`src/rtl/pearson_correlation_engine_assert.svh`:
```
// assertion macros for the pearson correlation engine
// needs clk and rst_n in the scope of each use
`ifndef PEARSON_CORRELATION_ENGINE_ASSERT_SVH
`define PEARSON_CORRELATION_ENGINE_ASSERT_SVH
`ifndef SYNTHESIS
// same-cycle implication
`define PCE_ASSERT_IMP(label, pre, post, msg) \
    label: assert property (@(posedge clk) disable iff (!rst_n) (pre) |-> (post)) \
        else $error(msg);
// next-cycle implication
`define PCE_ASSERT_NXT(label, pre, post, msg) \
    label: assert property (@(posedge clk) disable iff (!rst_n) (pre) |=> (post)) \
        else $error(msg);
`else
`define PCE_ASSERT_IMP(label, pre, post, msg)
`define PCE_ASSERT_NXT(label, pre, post, msg)
`endif
`endif

```
`src/rtl/pce_pkg.sv`:
```
// shared types and constants of the pearson correlation engine
// no dependencies
`default_nettype none
package pce_pkg;

    localparam int Q_BITS = 16;
    localparam int BIT_W  = 4;
    localparam int RHS_SHIFT = 30;

    // result status codes
    localparam logic [1:0] ST_OK       = 2'd0;
    localparam logic [1:0] ST_ZERO_VAR = 2'd1;
    localparam logic [1:0] ST_OVERFLOW = 2'd2;

    // serial multiply operations
    typedef enum logic [2:0] {
        OP_N_SXY   = 3'd0,
        OP_SX_SY   = 3'd1,
        OP_N_SXX   = 3'd2,
        OP_SX_SX   = 3'd3,
        OP_N_SYY   = 3'd4,
        OP_SY_SY   = 3'd5,
        OP_VX_VY   = 3'd6,
        OP_NUM_NUM = 3'd7
    } op_t;

    typedef struct packed {
        logic             acc_en;
        logic             mul_start;
        op_t              op;
        logic             mul_store;
        logic             search_init;
        logic             try_shift;
        logic             try_add;
        logic             decide;
        logic [BIT_W-1:0] bit_idx;
        logic             finish;
    } pce_cmd_t;

    typedef struct packed {
        logic mul_done;
        logic last_pending;
        logic out_blocked;
    } pce_sts_t;

endpackage
`default_nettype wire

```
`src/rtl/pce_ctrl.sv`:
```
// sequencer of the pearson correlation engine
// depends on pce_pkg and pearson_correlation_engine_assert.svh
`default_nettype none
`include "pearson_correlation_engine_assert.svh"
module pce_ctrl (
    input  wire                    clk,
    input  wire                    rst_n,
    input  wire pce_pkg::pce_sts_t sts,
    output pce_pkg::pce_cmd_t      cmd
);
    import pce_pkg::*;

    typedef enum logic [2:0] {
        S_ACC, S_MSTART, S_MWAIT, S_SINIT, S_TRY1, S_TRY2, S_DECIDE, S_FINISH
    } state_t;

    state_t           state_reg;
    op_t              op_reg;
    logic [BIT_W-1:0] bit_reg;

    // state, operation and bit counter
    always_ff @(posedge clk or negedge rst_n)
    begin
        if (!rst_n)
        begin
            state_reg <= S_ACC;
            op_reg    <= OP_N_SXY;
            bit_reg   <= '0;
        end
        else
        begin
            unique case (state_reg)
                S_ACC:
                begin
                    if (sts.last_pending)
                    begin
                        op_reg    <= OP_N_SXY;
                        state_reg <= S_MSTART;
                    end
                end
                S_MSTART: state_reg <= S_MWAIT;
                S_MWAIT:
                begin
                    if (sts.mul_done)
                    begin
                        if (op_reg == OP_NUM_NUM)
                            state_reg <= S_SINIT;
                        else
                        begin
                            op_reg    <= op_t'(op_reg + 3'd1);
                            state_reg <= S_MSTART;
                        end
                    end
                end
                S_SINIT:
                begin
                    bit_reg   <= BIT_W'(Q_BITS - 1);
                    state_reg <= S_TRY1;
                end
                S_TRY1: state_reg <= S_TRY2;
                S_TRY2: state_reg <= S_DECIDE;
                S_DECIDE:
                begin
                    if (bit_reg == '0)
                        state_reg <= S_FINISH;
                    else
                    begin
                        bit_reg   <= bit_reg - 1'b1;
                        state_reg <= S_TRY1;
                    end
                end
                S_FINISH:
                begin
                    if (!sts.out_blocked)
                        state_reg <= S_ACC;
                end
                default: state_reg <= S_ACC;
            endcase
        end
    end

    // command decode
    always_comb
    begin
        cmd             = '0;
        cmd.op          = op_reg;
        cmd.bit_idx     = bit_reg;
        cmd.acc_en      = (state_reg == S_ACC);
        cmd.mul_start   = (state_reg == S_MSTART);
        cmd.mul_store   = (state_reg == S_MWAIT) && sts.mul_done;
        cmd.search_init = (state_reg == S_SINIT);
        cmd.try_shift   = (state_reg == S_TRY1);
        cmd.try_add     = (state_reg == S_TRY2);
        cmd.decide      = (state_reg == S_DECIDE);
        cmd.finish      = (state_reg == S_FINISH) && !sts.out_blocked;
    end

    `PCE_ASSERT_IMP(a_done_in_wait, sts.mul_done, state_reg == S_MWAIT, "multiply done outside wait")
    `PCE_ASSERT_IMP(a_last_in_acc, sts.last_pending, state_reg == S_ACC, "last pair outside accumulate")
    `PCE_ASSERT_NXT(a_finish_returns, cmd.finish, state_reg == S_ACC, "finish did not return")
endmodule
`default_nettype wire

```
`config.mk`:
```
export PLATFORM = sky130hd
export DESIGN_NAME = pce_ctrl
export DESIGN_NICKNAME = d
export VERILOG_FILES = /design/src/rtl/pce_pkg.sv /design/src/rtl/pce_ctrl.sv
export VERILOG_INCLUDE_DIRS = /design/src /design/src/rtl
export SDC_FILE = /design/constraint.sdc
export NUM_CORES = 1
export LEC_CHECK = 0
export ABC_AREA = 1
export BUFFER_PORTS_ARGS = -buffer_cell sky130_fd_sc_hd__buf_2
export CAP_MARGIN = 10
export CORE_AREA = 8 8 45 47
export CTS_CLUSTER_SIZE = 16
export DETAILED_ROUTE_END_ITERATION = 8
export DIE_AREA = 0 0 53 55
export PLACE_DENSITY = 0.79
export SKIP_CTS_REPAIR_TIMING = 1
export SLEW_MARGIN = 20
export SYNTH_ARGS = -nofsm -noshare
export SYNTH_HDL_FRONTEND = slang
export SYNTH_SLANG_ARGS = --single-unit
```
`constraint.sdc`:
```
create_clock -name clk -period 3.6 [get_ports clk]
set_input_delay 0.54 -clock clk [delete_from_list [all_inputs] [get_ports clk]]
set_output_delay 0.54 -clock clk [all_outputs]
set_load 0.05 [all_outputs]
```
* After elaboration in Yosys (flattened, before gate mapping)
Cells that the tools add are included.
** Word-level totals
- Output and inout port bits :: 15
- Logic and storage cells :: 40
- Input port bits :: 5
- Register bits after elaboration :: 10
** Cells by class
- Reductions and logical operators :: 10
- Add/subtract/negate cells :: 2
- Eq/ne operators :: 13
- Multiplexer cells :: 12
** Operators with widths (number)
- $pmux W3 S8 :: 1
- $mux W3 :: 6
- $eq A3 B3 Y1 const B :: 5
- $ne A2 B2 Y1 const B :: 5
- $pmux W4 S2 :: 1
- $eq A3 B2 Y1 const B :: 2
- $pmux W3 S2 :: 1
- $logic_not A4 Y1 :: 1
- $mux W2 :: 2
- $mux W4 :: 1
- $reduce_and A4 Y1 :: 1
- $reduce_bool A2 Y1 :: 2
- $sub A4 B1 Y4 const B :: 1
- $add A3 B1 Y3 const B :: 1
- $eq A3 B1 Y1 const B :: 1
- $logic_not A3 Y1 :: 1
- $reduce_and A3 Y1 :: 1
- $logic_and A1 B1 Y1 :: 2
- $reduce_and A2 Y1 :: 1
- $logic_not A1 Y1 :: 1

* Depth between registers and ports, before layout
Gate-level depths: netlist of the first run.
- Word-level depth :: 4
- Gate-level depth with buffers :: 8
- Mapped depth without buffers :: 8

* Least setup slack after synthesis of the first run
No wires, ideal clock.
- Kind :: input -> output
- Start :: in sts[0] in the netlist's numbering
- End :: out cmd[0] in the netlist's numbering
- Arrival :: 1.686 ns
- Stages :: 1
- Required time :: 3.060 ns
- Path slack :: 1.374 ns
- Path buffers :: 0
- Cells stage by stage :: nor3_1
** Between the ends
- Word-level cells in the longest chain between the ends :: 2
** Ends and longest elaborated chain
- start, declared :: line pce_ctrl.sv:8 : input wire pce_pkg::pce_sts_t sts,
- $logic_not A1 Y1 :: line pce_ctrl.sv:95 : cmd.finish = (state_reg == S_FINISH) && !sts.out_blocked;
- $logic_and A1 B1 Y1 :: line pce_ctrl.sv:95
- end, declared :: line pce_ctrl.sv:9 : output pce_pkg::pce_cmd_t cmd
Every way passes these cells.

==> results.md, run 1 <==
| Item | This run |
|---|---|
| Result of the run | complete, no violations |
| Power Density | 973 nW/um2 |
| Cell Area, Placed | 761 um2 |
| Depth of the CTS H-tree | 1 |
| Yosys warnings | 0 |
| Critical Path Max Stage Delay | 0.45 ns |
| Count of final hold-check violations | 0 |
| Leak pwr | 0.465 nW |
| Core outline area | 1380 um2 |
| Wirelength per Cell | 10.8 um |
| Chain of cells forming the critical path | inv_2 -> nand3_1 -> nor2_1 -> buf_2 |
| Number of pins with negative max-slew slack in the final report | 0 |
| Number of flip-flops and latches in the synthesized netlist | 10 |
| Post-layout instance area | 797 um2 |
| Latest clock arrival within the worst-skew pair | 0.26 ns |
| Final core occ | 57.6% |
| CP Data Required Time | 3.06 ns |
| First-pass GRT wire length | 2350 um |
| Pin count of the biggest net entering global routing | 11 |
| Worst rel slew slack | 82.9% |
| Pre-Repair DR Iteration Count | 4 |
| Average footprint of a synthesized cell | 6.87 um2 |
| Overflow left after global routing | 0 |
| Critical path's slowest cell | dfrtp_1 |
| Count of distinct cell types in the synthesized netlist | 16 |
| Routability cong. | 0.812 |
| TritonCTS clock tree | built |
| Share of Yosys cell area claimed by the top area cell type | 38.8% |
| CTS max path bufs | 2 |
| CTS Root Cell | clkbuf_4 |
| Capturing element type of the critical path | output pin |
| Transition time at the pin with the least slew margin | 0.258 ns |
| Post-route ant nets | 0 |
| Summed negative setup slack over all endpoints | 0 ns |
| I/O Pins | 20 |
| Setup Slack @ Placement | 1.86 ns |
| Num CTS Buffers | 3 |
| Start-to-end type of the worst setup path | reg -> out |
| RSZ-0062 raised after global routing | no |
| Minimum clock period | 2.01 ns |
| Post-Synthesis Cell Area | 646 um2 |
| All-Layer GR Usage | 10.7% |
| Via density per instance | 4.86 |
| Number of flip-flops under the largest register name | 4 |
| Number of remaining DRC errors | 0 |
| Hold slack final | 0.115 ns |
| Crit-path max FO | 9 |
| Total power of the final layout | 0.776 mW |
| Cell types occupying the most area after synthesis | dfrtp_1 (39%), nand2_1 (12%), nor2_1 (10%) |
| Routed wire length | 1430 um |
| Violation count after the first detailed-routing iteration | 13 |
| Number of cells after detailed placement | 129 |
| FP Rows | 14 |
| Final period utilization | 55.8% |
| Clock Sinks | 10 |
| Clock skew | 0.00633 ns |
| Post-synthesis cell type with the largest combined area | dfrtp_1 |
| Antenna cell count | 0 |
| Syn Nets | 103 |
| MaxCap Viol Count | 0 |
| Chip Height | 55 um |
| Data arrival time of the critical path | 1.47 ns |
| Number of antenna violations at the first check in global routing | 0 |
| HPWL after detailed placement | 1180 um |
| NumNets Final | 127 |
| Area added between synthesis and finish | 23.4% |
| Gate count after technology mapping | 94 |
| Finished Layout Cells | 133 |
| Setup slack of the critical path after layout | 1.59 ns |
| Crit start category | flop |
| Die span in x | 53 um |
| Ratio of cells with drive above 1 in the final layout | 23.1% |
| Share of synthesized area occupied by flip-flops and latches | 38.8% |
| Number of I/O port buffers | 19 |
| VDD IR-drop max | 0.000375 V |
| Final Setup Violations | 0 |
| Path class of the lowest-slack min-delay path | in -> async |
| Max Clk Rate | 498 MHz |
| Clock transition at the registers of the reported paths | 0.07 ns |
| Die outline area | 2920 um2 |
| DR vias | 647 |
| Vias in the first global route | 545 |
| Initial cell density of the core | 46.7% |
Yosys cell counts, drive strengths merged:
master / number
nand2: 22
nor2: 19
inv: 18
nand3: 11
dfrtp: 10
ha: 4
o21ai: 4
nand4: 2
a21oi: 1
a31oi: 1
nand3b: 1
nor3: 1
power by group:
group          switching (mW)  internal, mW  leakage, nW
registers              0.0478         0.156        0.120
clock network          0.0370        0.0613       0.0210
logic                   0.363         0.111        0.325
cell usage in the layout (no fill, tap or decap), drive strengths merged:
cell	synthesis	layout
nand3	11	11
nand4	2	2
clkbuf	0	4
nand3b	1	1
a31oi	1	1
o21ai	4	4
nand2	22	22
buf	0	19
dfrtp	10	10
nor2	19	19
ha	4	4
inv	18	18
a21oi	1	1
nor3	1	1
worst max-delay path: cells and delay by family (launching register included):
kind | cells | cell delay (ns)
flip-flops | 1 | 0.45
buffers and inverters | 2 | 0.45
AND/OR/NAND/NOR | 2 | 0.31
cell families (layout without fill, tap and decap cells):
group	count (synthesis)	count (layout)	share of synthesized area, %
AO/OA/AOI/OAI	6	6	4.84
adder cells (fa/ha/maj)	4	4	7.75
buffers and inverters	18	41	10.5
flip-flops	10	10	38.8
AND/OR/NAND/NOR	56	56	38.2
per-layer routing:
metal  track usage, %  wire length [um]  vias to the layer above
li1                 -                 -                      339
met4             5.17                26                        0
met2             19.1               744                       11
met5                0                 0                        -
met3             3.21                87                        2
met1             11.2               573                      295
cell type report:
class / instances / area [um2]
well taps: 16 / 20.0
multi-input cells: 66 / 328
clock buffers: 4 / 36.3
fillers: 133 / 587
flip-flops and latches: 10 / 250
inverters: 18 / 67.6
repair buffers: 19 / 95.1
path summary, 6_finish.rpt:
check                                         start  cells past startpoint  slack (ns)                       end
max                        state_reg[2]$_DFFE_PN0P_                      4        1.59                    cmd[9]
min                                           rst_n                      1        0.12  state_reg[0]$_DFFE_PN0P_
max reg2reg                   op_reg[0]$_DFFE_PN0P_                      7        2.26     op_reg[0]$_DFFE_PN0P_
min reg2reg                  bit_reg[2]$_DFFE_PN0P_                      2        0.51    bit_reg[2]$_DFFE_PN0P_
max in group asynchronous                     rst_n                      1        3.30     op_reg[0]$_DFFE_PN0P_
min in group clk             bit_reg[2]$_DFFE_PN0P_                      2        0.51    bit_reg[2]$_DFFE_PN0P_
Power figures use the tool's default switching activity.
==> run 2: changes to the inputs <==
- CORE_AREA: 8 8 45 47 -> not set
- CORE_ASPECT_RATIO: not set -> 1.1
- CORE_MARGIN: not set -> 8
- CORE_UTILIZATION: not set -> 43
- DIE_AREA: 0 0 53 55 -> not set
- PLACE_DENSITY: 0.79 -> 0.75
- clock period: 3.6 -> 1.77 ns (I/O delays scaled with it)
==> results.md, run 2 (synthesized netlist as in run 1, its figures left out) <==
| Item | This run | Change |
|---|---|---|
| All-Layer GR Usage | 10.7% | about the same |
| Startpoint of the worst hold path | sts[0] |  |
| Number of remaining DRC errors | 0 | unchanged |
| CTS Root Cell | clkbuf_4 | unchanged |
| RSZ-0062 raised after global routing | no | unchanged |
| Count of final hold-check violations | 0 | unchanged |
| Transition time at the pin with the least slew margin | 0.254 ns | was 0.258 ns |
| Pre-Repair DR Iteration Count | 6 | was 4 |
| Routability cong. | 0.875 | was 0.812 |
| Num CTS Buffers | 3 | unchanged |
| Most frequent standard cell in the layout excluding fill and tap cells | nand2_1 | unchanged |
| Wirelength per Cell | 11.0 um | was 10.8 um |
| Via density per instance | 4.98 | was 4.86 |
| Capture endpoint of the worst hold path | state_reg[2]$_DFFE_PN0P_ |  |
| Reg2Reg Capture Point | op_reg[1]$_DFFE_PN0P_ | was op_reg[0]$_DFFE_PN0P_ |
| Data arrival time of the critical path | 1.39 ns | was 1.47 ns |
| Final Setup Violations | 0 | unchanged |
| Area added between synthesis and finish | 24.8% | was 23.4% |
| Dominant delay contributor by cell family on the critical path | flip-flops | unchanged |
| CP bufs+invs | 1 | was 2 |
| Total power of the final layout | 1.55 mW | was 0.776 mW |
| NumNets Final | 128 | was 127 |
| Initial cell density of the core | 46.7% | unchanged |
| TritonCTS clock tree | built | unchanged |
| Reg2Reg Depth | 7 | unchanged |
| Core outline area | 1380 um2 | unchanged |
| Path class of the lowest-slack min-delay path | in -> reg | was in -> async |
| Critical Path Max Stage Delay | 0.47 ns | was 0.45 ns |
| Max Clk Rate | 603 MHz |  |
| Overflow left after global routing | 0 | unchanged |
| Ratio of cells with drive above 1 in the final layout | 23.9% | was 23.1% |
| Result of the run | complete, no violations | unchanged |
| CTS max path bufs | 2 | unchanged |
| Clock transition at the registers of the reported paths | 0.06 ns | was 0.07 ns |
| Power Density | 1920 nW/um2 | was 973 nW/um2 |
| Die span in x | 52.9 um | was 53 um |
| HPWL after detailed placement | 1190 um | was 1180 um |
| DR vias | 662 | was 647 |
| VDD IR-drop max | 0.000807 V | was 0.000375 V |
| Latest clock arrival within the worst-skew pair | 0.26 ns | about the same |
| Summed negative setup slack over all endpoints | 0 ns | unchanged |
| First-pass GRT wire length | 2620 um | was 2350 um |
| Origin of the worst setup path | state_reg[1]$_DFFE_PN0P_ | was state_reg[2]$_DFFE_PN0P_ |
| Most frequent cells in the layout | nand2_1 (20), nor2_1 (18), buf_2 (18) | was nand2_1 (20), buf_2 (19), nor2_1 (18) |
| Antenna cell count | 0 | unchanged |
| Violation count after the first detailed-routing iteration | 13 | unchanged |
| RR Startpoint | op_reg[0]$_DFFE_PN0P_ | unchanged |
| FP Rows | 14 | unchanged |
| Number of flip-flops under the largest register name | 4 | unchanged |
| Start-to-end type of the worst setup path | reg -> out | unchanged |
| Chip Height | 56.6 um | was 55 um |
| Post-route ant nets | 0 | unchanged |
| Number of I/O port buffers | 19 | unchanged |
| Flop2flop setup slack | 0.40 ns | was 2.26 ns |
| Crit-path max FO | 7 | was 9 |
| Die outline area | 3000 um2 | was 2920 um2 |
| Final period utilization | 93.6% |  |
| Depth of the CTS H-tree | 1 | unchanged |
| Clock Sinks | 10 | unchanged |
| Capturing element type of the critical path | output pin | unchanged |
| MaxCap Viol Count | 0 | unchanged |
| Minimum clock period | 1.66 ns |  |
| Pin count of the biggest net entering global routing | 11 | unchanged |
| Vias in the first global route | 639 | was 545 |
| Worst rel slew slack | 83.2% | was 82.9% |
| Clock skew | 0.00262 ns | was 0.00633 ns |
| Routed wire length | 1470 um | was 1430 um |
| Number of pins with negative max-slew slack in the final report | 0 | unchanged |
| Hold path cells | 3 |  |
| Critical path's slowest cell | dfrtp_1 | unchanged |
| Leak pwr | 0.464 nW | was 0.465 nW |
| CP Data Required Time | 1.50 ns | was 3.06 ns |
| Chain of cells forming the critical path | nand2_1 -> nor2_1 -> buf_2 | was inv_2 -> nand3_1 -> nor2_1 -> buf_2 |
| I/O Pins | 20 | unchanged |
| Number of antenna violations at the first check in global routing | 0 | unchanged |
| Crit start category | flop | unchanged |
## run 2: worst register-to-register path: cells and delay by family (launching register included)
kind / cells / cell delay, ns
adder cells (fa/ha/maj): 2 / 0.40
flip-flops: 1 / 0.42
AND/OR/NAND/NOR: 5 / 0.49
## run 2: metal layers
layer	routed length (um)	global-route usage (%)
met1	687	12.7
met2	639	16.8
met3	114	3.68
met4	26	4.44
met5	0	0
## run 2: where the power goes
| group | switching (mW) | internal [mW] |
|---|---|---|
| sequential | 0.0969 | 0.317 |
| combinational | 0.748 | 0.231 |
| clock | 0.0740 | 0.0784 |
| total | 0.919 | 0.626 |
## run 2: per-stage QoR
step                instances  utilization (%)  setup WS (ns)  area, um2  hold slack [ns]
detailed placement        129             55.3          0.330        766            0.136
finish                    133             58.2          0.113        806            0.306
global route              133             58.2         0.0212        806            0.322
floorplan                  94                -          0.110        651          -0.0301
global placement          129             55.3          0.381        766            0.134
CTS                       132             57.0         0.0285        788           -0.145
## run 2: final cells by class
| cell class | instances | area [um2] |
|---|---|---|
| Multi-Input combinational cell | 66 | 338 |
| Inverter | 18 | 67.6 |
| Fill cell | 137 | 578 |
| Timing Repair Buffer | 20 | 108 |
| Tap cell | 16 | 20.0 |
| Clock buffer | 3 | 22.5 |
| Sequential cell | 10 | 250 |
## run 2: worst max-delay path by stage
stage | end | slack, ns | cells after the start
after floorplan | cmd[9] | 0.11 | 3
after global placement | cmd[9] | 0.38 | 4
after detailed placement | cmd[9] | 0.33 | 4
after CTS | cmd[9] | 0.03 | 4
after global routing | cmd[9] | 0.02 | 4
final | cmd[8] | 0.11 | 3
